## config.mk

```make
export PLATFORM = sky130hd
export DESIGN_NAME = hbst_core
export DESIGN_NICKNAME = d
export VERILOG_FILES = /design/src/design/hbst_pkg.sv /design/src/design/hbst_core.sv
export SDC_FILE = /design/constraint.sdc
export NUM_CORES = 1
export LEC_CHECK = 0
export BUFFER_PORTS_ARGS = -buffer_cell sky130_fd_sc_hd__buf_2
export CAP_MARGIN = 20
export CORE_MARGIN = 2
export CORE_UTILIZATION = 50
export DETAILED_ROUTE_END_ITERATION = 8
export PLACE_DENSITY = 0.79
export SLEW_MARGIN = 20
export SYNTH_ARGS = -nofsm -noshare
export SYNTH_HDL_FRONTEND = slang
export SYNTH_SLANG_ARGS = --single-unit
```

## constraint.sdc

```tcl
create_clock -name clk -period 11.56 [get_ports clk]
set_input_delay 1.734 -clock clk [delete_from_list [all_inputs] [get_ports clk]]
set_output_delay 1.734 -clock clk [all_outputs]
set_load 0.02 [all_outputs]
```

## src/design/hbst_pkg.sv

```systemverilog
// ----------------------------------------------------------------------------
// hbst_pkg
// Types and constants shared by the hot block separation tracker.
// ----------------------------------------------------------------------------
package hbst_pkg;

    localparam int NUM_BLOCKS_DEF  = 1024 * 1024;
    localparam int STAMP_BITS_DEF  = 48;

    localparam int ADDR_IN_W       = 20;
    localparam int CFG_W           = 32;
    localparam int TAG_W           = 32;
    localparam int DIST_W          = 48;
    localparam int SET_SIZE_W      = 21;
    localparam int CNT_W           = 32;
    localparam int SUM_W           = 48;

    localparam logic [CFG_W-1:0] GC_PERIOD_RST = 32'd1048576;
    localparam logic [CFG_W-1:0] HOT_THR_RST   = 32'd524288;

    // address reduction for depths below 2^20 that are not a power of two:
    // quotient estimate by reciprocal multiply, then one correction
    localparam int RECIP_SHIFT     = 40;
    localparam int RECIP_W         = 31;
    localparam int QUOT_W          = 11;

    typedef enum logic
    {
        CFG_GC_PERIOD     = 1'b0,
        CFG_HOT_THRESHOLD = 1'b1
    } cfg_index_t;

    typedef enum logic [2:0]
    {
        S_CLEAR,
        S_IDLE,
        S_MOD,
        S_REM,
        S_READ,
        S_CALC,
        S_UPDATE
    } hbst_state_t;

    typedef struct packed
    {
        logic [DIST_W-1:0]     update_distance;
        logic                  first_write;
        logic                  is_hot;
        logic                  gc_done;
        logic [SET_SIZE_W-1:0] hot_set_size;
        logic [CNT_W-1:0]      hot_write_count;
        logic [SUM_W-1:0]      set_size_sum;
        logic [SUM_W-1:0]      hot_write_sum;
        logic [CNT_W-1:0]      collections;
    } hbst_result_t;

endpackage

```

## src/design/hbst_core.sv

```systemverilog
// ----------------------------------------------------------------------------
// hbst_core
// Sequencer and counters: clears the table after reset, then per block write
// reads the entry, works out distance and collection, and writes it back.
// ----------------------------------------------------------------------------
module hbst_core #(
    parameter int NUM_BLOCKS = 1024 * 1024,
    parameter int STAMP_BITS = 48,
    parameter int ADDR_BITS  = 20
) (
    input  logic                              clk,
    input  logic                              rst_n,
    input  logic                              item_valid,
    output logic                              item_ready,
    input  logic [hbst_pkg::ADDR_IN_W-1:0]    block_addr,
    input  logic                              cfg_wr_en,
    input  hbst_pkg::cfg_index_t              cfg_index,
    input  logic [hbst_pkg::CFG_W-1:0]        cfg_data,
    input  logic                              slot_free,
    output logic                              res_load,
    output hbst_pkg::hbst_result_t            res,
    output logic                              rd_en,
    output logic [ADDR_BITS-1:0]              rd_addr,
    input  logic [hbst_pkg::TAG_W+STAMP_BITS-1:0] rd_data,
    output logic                              wr_en,
    output logic [ADDR_BITS-1:0]              wr_addr,
    output logic [hbst_pkg::TAG_W+STAMP_BITS-1:0] wr_data
);
    import hbst_pkg::*;

    localparam int ENTRY_W = TAG_W + STAMP_BITS;
    localparam int PROD_W  = ADDR_IN_W + RECIP_W;
    localparam bit NEED_MOD = (NUM_BLOCKS < (2 ** ADDR_IN_W)) &&
                              ((NUM_BLOCKS & (NUM_BLOCKS - 1)) != 0);
    // floor(2^40 / depth): the quotient estimate is low by at most one
    localparam logic [RECIP_W-1:0] RECIP =
        RECIP_W'((64'(1) << RECIP_SHIFT) / 64'(NUM_BLOCKS));
    localparam logic [ADDR_IN_W:0] DEPTH_X = (ADDR_IN_W+1)'(NUM_BLOCKS);
    localparam logic [ADDR_BITS-1:0] CLR_LAST = ADDR_BITS'(NUM_BLOCKS - 1);

    hbst_state_t state_reg, state_next;

    logic [ADDR_BITS-1:0]  clr_addr_reg;
    logic [ADDR_BITS-1:0]  addr_reg;
    logic [ADDR_IN_W-1:0]  mod_val_reg;
    logic [QUOT_W-1:0]     quot_reg;
    logic [ADDR_IN_W:0]    rem_reg;

    logic [STAMP_BITS-1:0] wc_reg;
    logic [CNT_W-1:0]      phase_reg;
    logic [TAG_W-1:0]      mark_reg;
    logic [SET_SIZE_W-1:0] set_size_reg;
    logic [CNT_W-1:0]      hot_writes_reg;
    logic [SUM_W-1:0]      size_sum_reg;
    logic [SUM_W-1:0]      writes_sum_reg;
    logic [CNT_W-1:0]      coll_reg;
    logic [CFG_W-1:0]      gc_period_reg;
    logic [CFG_W-1:0]      hot_thr_reg;

    logic [STAMP_BITS-1:0] dist_reg;
    logic                  first_reg;
    logic                  gc_reg;

    logic [ADDR_IN_W+ADDR_BITS-1:0] addr_ext;
    logic [ADDR_BITS-1:0]  in_addr;
    logic                  accept;
    logic                  clr_last;
    logic [PROD_W-1:0]     recip_prod;
    logic [ADDR_IN_W:0]    rem_fix;
    logic [ADDR_BITS-1:0]  mod_addr;
    logic [STAMP_BITS-1:0] stamp;
    logic [TAG_W-1:0]      tag;
    logic                  in_set;
    logic                  hot;
    logic [TAG_W-1:0]      tag_new;
    logic [SET_SIZE_W-1:0] set_size_upd;
    logic [CNT_W-1:0]      hot_writes_upd;
    logic [63:0]           dist_ext;

    assign addr_ext   = {ADDR_BITS'(0), block_addr};
    assign in_addr    = addr_ext[ADDR_BITS-1:0];
    assign accept     = item_valid && item_ready;
    assign clr_last   = (clr_addr_reg == CLR_LAST);
    assign recip_prod = PROD_W'(mod_val_reg) * PROD_W'(RECIP);
    assign rem_fix    = (rem_reg >= DEPTH_X) ? rem_reg - DEPTH_X : rem_reg;
    assign mod_addr   = ADDR_BITS'(rem_fix);
    assign stamp      = rd_data[STAMP_BITS-1:0];
    assign tag        = rd_data[ENTRY_W-1:STAMP_BITS];
    assign in_set     = (tag == mark_reg);
    assign hot        = (dist_reg != '0) && (64'(dist_reg) < 64'(hot_thr_reg));
    assign dist_ext   = 64'(dist_reg);

    // separation decision against the current epoch mark
    always_comb
    begin
        tag_new        = tag;
        set_size_upd   = set_size_reg;
        hot_writes_upd = hot_writes_reg;
        if (hot)
        begin
            hot_writes_upd = hot_writes_reg + 1'b1;
            if (!in_set)
            begin
                tag_new      = mark_reg;
                set_size_upd = set_size_reg + 1'b1;
            end
        end
        else if (in_set)
        begin
            tag_new      = '0;
            set_size_upd = set_size_reg - 1'b1;
        end
    end

    always_comb
    begin
        state_next = state_reg;
        case (state_reg)
            S_CLEAR:  if (clr_last) state_next = S_IDLE;
            S_IDLE:   if (item_valid) state_next = NEED_MOD ? S_MOD : S_CALC;
            S_MOD:    state_next = S_REM;
            S_REM:    state_next = S_READ;
            S_READ:   state_next = S_CALC;
            S_CALC:   state_next = S_UPDATE;
            S_UPDATE: if (slot_free) state_next = S_IDLE;
            default:  state_next = S_CLEAR;
        endcase
    end

    always_comb
    begin
        item_ready = 1'b0;
        rd_en      = 1'b0;
        rd_addr    = in_addr;
        wr_en      = 1'b0;
        wr_addr    = addr_reg;
        wr_data    = {tag_new, wc_reg};
        res_load   = 1'b0;
        case (state_reg)
            S_CLEAR:
            begin
                wr_en   = 1'b1;
                wr_addr = clr_addr_reg;
                wr_data = '0;
            end
            S_IDLE:
            begin
                item_ready = 1'b1;
                rd_en      = item_valid && !NEED_MOD;
            end
            S_READ:
            begin
                rd_en   = 1'b1;
                rd_addr = mod_addr;
            end
            S_UPDATE:
            begin
                wr_en    = slot_free;
                res_load = slot_free;
            end
            default:
            begin
                rd_en = 1'b0;
            end
        endcase
    end

    always_comb
    begin
        res.update_distance = dist_ext[DIST_W-1:0];
        res.first_write     = first_reg;
        res.is_hot          = hot;
        res.gc_done         = gc_reg;
        res.hot_set_size    = set_size_upd;
        res.hot_write_count = hot_writes_upd;
        res.set_size_sum    = size_sum_reg;
        res.hot_write_sum   = writes_sum_reg;
        res.collections     = coll_reg;
    end

    always_ff @(posedge clk or negedge rst_n)
    begin
        if (!rst_n)
        begin
            state_reg      <= S_CLEAR;
            clr_addr_reg   <= '0;
            wc_reg         <= '0;
            phase_reg      <= '0;
            mark_reg       <= TAG_W'(1);
            set_size_reg   <= '0;
            hot_writes_reg <= '0;
            size_sum_reg   <= '0;
            writes_sum_reg <= '0;
            coll_reg       <= '0;
            gc_period_reg  <= GC_PERIOD_RST;
            hot_thr_reg    <= HOT_THR_RST;
        end
        else
        begin
            state_reg <= state_next;

            if (cfg_wr_en)
            begin
                case (cfg_index)
                    CFG_GC_PERIOD:     gc_period_reg <= cfg_data;
                    CFG_HOT_THRESHOLD: hot_thr_reg   <= cfg_data;
                    default:           hot_thr_reg   <= hot_thr_reg;
                endcase
            end

            if (state_reg == S_CLEAR)
            begin
                clr_addr_reg <= clr_addr_reg + 1'b1;
            end

            if (accept)
            begin
                wc_reg    <= wc_reg + 1'b1;
                phase_reg <= phase_reg + 1'b1;
            end

            // collection closes ahead of the separation decision
            if (state_reg == S_CALC && phase_reg >= gc_period_reg)
            begin
                phase_reg      <= '0;
                size_sum_reg   <= size_sum_reg + SUM_W'(set_size_reg);
                writes_sum_reg <= writes_sum_reg + SUM_W'(hot_writes_reg);
                coll_reg       <= coll_reg + 1'b1;
                set_size_reg   <= '0;
                hot_writes_reg <= '0;
                mark_reg       <= mark_reg + 1'b1;
            end

            if (res_load)
            begin
                set_size_reg   <= set_size_upd;
                hot_writes_reg <= hot_writes_upd;
            end
        end
    end

    always_ff @(posedge clk)
    begin
        if (accept)
        begin
            addr_reg    <= in_addr;
            mod_val_reg <= block_addr;
        end
        else if (state_reg == S_MOD)
        begin
            quot_reg <= recip_prod[RECIP_SHIFT +: QUOT_W];
        end
        else if (state_reg == S_REM)
        begin
            // remainder lands in [0, 2*depth), one subtract left
            rem_reg <= {1'b0, mod_val_reg} - (ADDR_IN_W+1)'(quot_reg) * DEPTH_X;
        end
        else if (state_reg == S_READ)
        begin
            addr_reg <= mod_addr;
        end

        if (state_reg == S_CALC)
        begin
            first_reg <= (stamp == '0);
            dist_reg  <= (stamp == '0) ? '0 : wc_reg - stamp;
            gc_reg    <= (phase_reg >= gc_period_reg);
        end
    end

endmodule

```

==> flow_summary.yaml <==
die:
  die_w_um: 249
  start_util_pct: 50.7
  rows: 89
  coreArea_sq_um: 59100
  die_y_um: 249
  io_pins: 494
  die_area_sq_um: 61900
yosys:
  ys_types: 79
  synth-seq-cells: 490
  yosys_warnings: 0
  synthFlopType: "dfrtp_1"
  syn_area_sq_um: 30000
  synthCells: 3061
  synth_top_area_share_pct: 31.5
  synth-edff-count: 110
  synth_common_cells: "377 x dfrtp_1, 241 x nor2_1, 232 x xnor2_1"
  syn_nets: 3373
  synth-async-reset-ratio_pct: 77.6
  yosysMostFrequentCell: "dfrtp_1"
  synth_top_area_cell: "dfrtp_1"
  ys_top_cells_by_area: "dfrtp_1 31%, edfxtp_1 11%, ha_1 7.1%, xnor2_1 6.8%, mux2_2 5.4%"
  synth.avg_cell_area_sq_um: 9.79
  synth-seq-area-share_pct: 42.8
layout:
  drive_above_1_share_pct: 22.1
  utilization_pct: 59.0
  num-nets-final: 3809
  synthToLayoutAreaGrowth_pct: 16.4
  num-fill-cells: 4956
route:
  wl_um: 79400
  vias_per_cell: 5.72
  drtAntennaViolNets: 0
  dr_total_vias: 24711
  drc: 0
  post_drt_wl_per_cell_um: 18.4
  drt_iter0_drc: 1789
  dr.pass1.iters: 6
timing:
  slew_viol_final: 0
  fin_crit_sh_pct: 59.8
  fmax_mhz: 145
  setup_viol: 0
  tns_ns: 0
  slew_headroom_pct: 24.1
  worstMarginPinSlew_ns: 1.13
  rsz0062_at_grt: "false"
  skew_ns: 0.0145
  finalHoldViolations: 0
  min_period_ns: 6.92
clock_tree:
  clk_pin_slew_worst_paths_ns: 0.06
  cts_root_buffer: "clkbuf_16"
  clock_latency_ns: 0.61
  cts_num_sinks: 490
  numCtsBuffers: 53
  cts_setup_buffers: 0
  holdBufCountCts: 0
  htreeDepth: 2
  cts_tree: "built"
  clk_path_buf_depth: 3
  post_cts_resized: 0
critical_path:
  ff2ff_path_depth: 9
  required_ns: 9.83
  start_kind: "primary input"
  worstSetupPathType: "primary input to output port"
  cp_max_fo: 12
  arrival_ns: 5.18
  crit_path_end_kind: "output port"
status:
  outcome: "finished, final reports clean"
power_and_ir_drop:
  p_comb_share_pct: 6.6
  switchingPower_w: 0.000872
  pwr-share-clk_pct: 45.2
  peakVddDrop_uv: 110
  internal-power_w: 0.00288
  finalPower_w: 0.00375
  p_per_area_nw_per_um2: 108
  switching_share_pct: 23.2
  p_leak_nw: 17.1
  power.share.sequential_pct: 48.2
placement:
  portBuffers: 493
  gp_congestion: 0.940
  hpwl_um: 59100
global_routing:
  grt_max_degree: 166
  grtUsageTotal_pct: 25.0
  grt-ovfl-total: 0
  antenna_found_initial: 14
  grt_pass1_wl_um: 127000
  grt_pass1_vias: 23600
run:
  max_cap_viol_count: 0
hold_path:
  hold_path_class: "flip-flop to flip-flop"
  hold_depth: 0
cells by family after synthesis:
| kind of cell | synth area share (%) |
|---|---|
| buffers and inverters | 3.98 |
| flip-flops | 42.8 |
| XOR/XNOR | 10.8 |
| multiplexers | 6.05 |
| AND/OR/NAND/NOR | 16.6 |
| AO/OA/AOI/OAI | 12.4 |
| adder cells (fa/ha/maj) | 7.34 |
critical path, stage by stage:
cell	delay, ns
buf_2	0.11
xor2_1	0.13
nor4_1	0.44
nand4_1	0.31
nor2_2	0.63
nand2_1	0.13
or4_1	0.57
nor2_1	0.18
nor4b_1	0.43
nor2_1	0.14
xnor2_1	0.17
buf_2	0.20
stage by stage:
| step | cell area (sq um) | hold slack, ns | std cells | worst slack [ns] |
|---|---|---|---|---|
| after floorplan | 30000 | 0.400 | 3061 | 5.77 |
| after global placement | 33100 | 0.401 | 4215 | 4.45 |
| after detailed placement | 33100 | 0.405 | 4215 | 4.42 |
| after CTS | 34900 | 0.419 | 4314 | 4.39 |
| after global routing | 34900 | 0.423 | 4319 | 4.40 |
| final | 34900 | 0.421 | 4320 | 4.64 |
placed cells by master, fill, tap and decap left out, drive strengths merged, types with 9 or more instances in the layout:
master  count
ha        171
a31oi      37
and4       19
xor2      138
nand3     106
nor2b      61
clkinv     17
nor4       43
nand4      97
o21ai     122
a21oi     139
edfxtp    110
a211oi     21
a22oi      32
o21bai     20
a41oi      12
nand2     198
o31ai      12
nor2      241
mux2      145
o211ai     11
buf       516
mux2i      18
clkbuf     75
a21o       87
dfrtp     377
o21a       20
and2       22
inv       177
or2         9
xnor2     232
and3       63
nor3       37
nand2b     26
or3        24
final cells by class:
type	count	area (sq um)	area share, %
Clock inverter	24	251	0.721
Multi-Input combinational cell	2260	16000	46.0
Tap cell	773	967	2.77
Sequential cell	490	12800	36.7
Inverter	176	661	1.89
Antenna cell	6	15.0	0.0430
Clock buffer	75	1480	4.24
Timing Repair Buffer	516	2670	7.64
final timing paths:
kind | startpoint | end | slack, ns
setup / recovery | rd_data[74] | res[175] | 4.64
hold / removal | mod_val_reg[17] | rem_reg[17] | 0.42
setup reg to reg | phase_reg[27] | coll_reg[27] | 6.49
hold reg to reg | mod_val_reg[17] | rem_reg[17] | 0.42
max in group asynchronous | rst_n | wc_reg[31] | 8.28
min in group asynchronous | rst_n | writes_sum_reg[17] | 1.10
layer usage:
layer | routed length, um | global-route usage (%)
met3 | 5820 | 4.76
met4 | 2500 | 8.36
met2 | 37800 | 42.0
met5 | 95 | 0
met1 | 33100 | 32.5
power groups by stage:
stage	logic (W)	registers [W]	clock network, W
2_1_floorplan	0.000141	0.00184	0
3_3_place_gp	0.000240	0.00184	0
3_5_place_dp	0.000246	0.00184	0
4_1_cts	0.000249	0.00181	0.00173
5_1_grt	0.000280	0.00181	0.00180
6_report	0.000247	0.00181	0.00170
No activity file was read; power rests on OpenSTA's default activity.
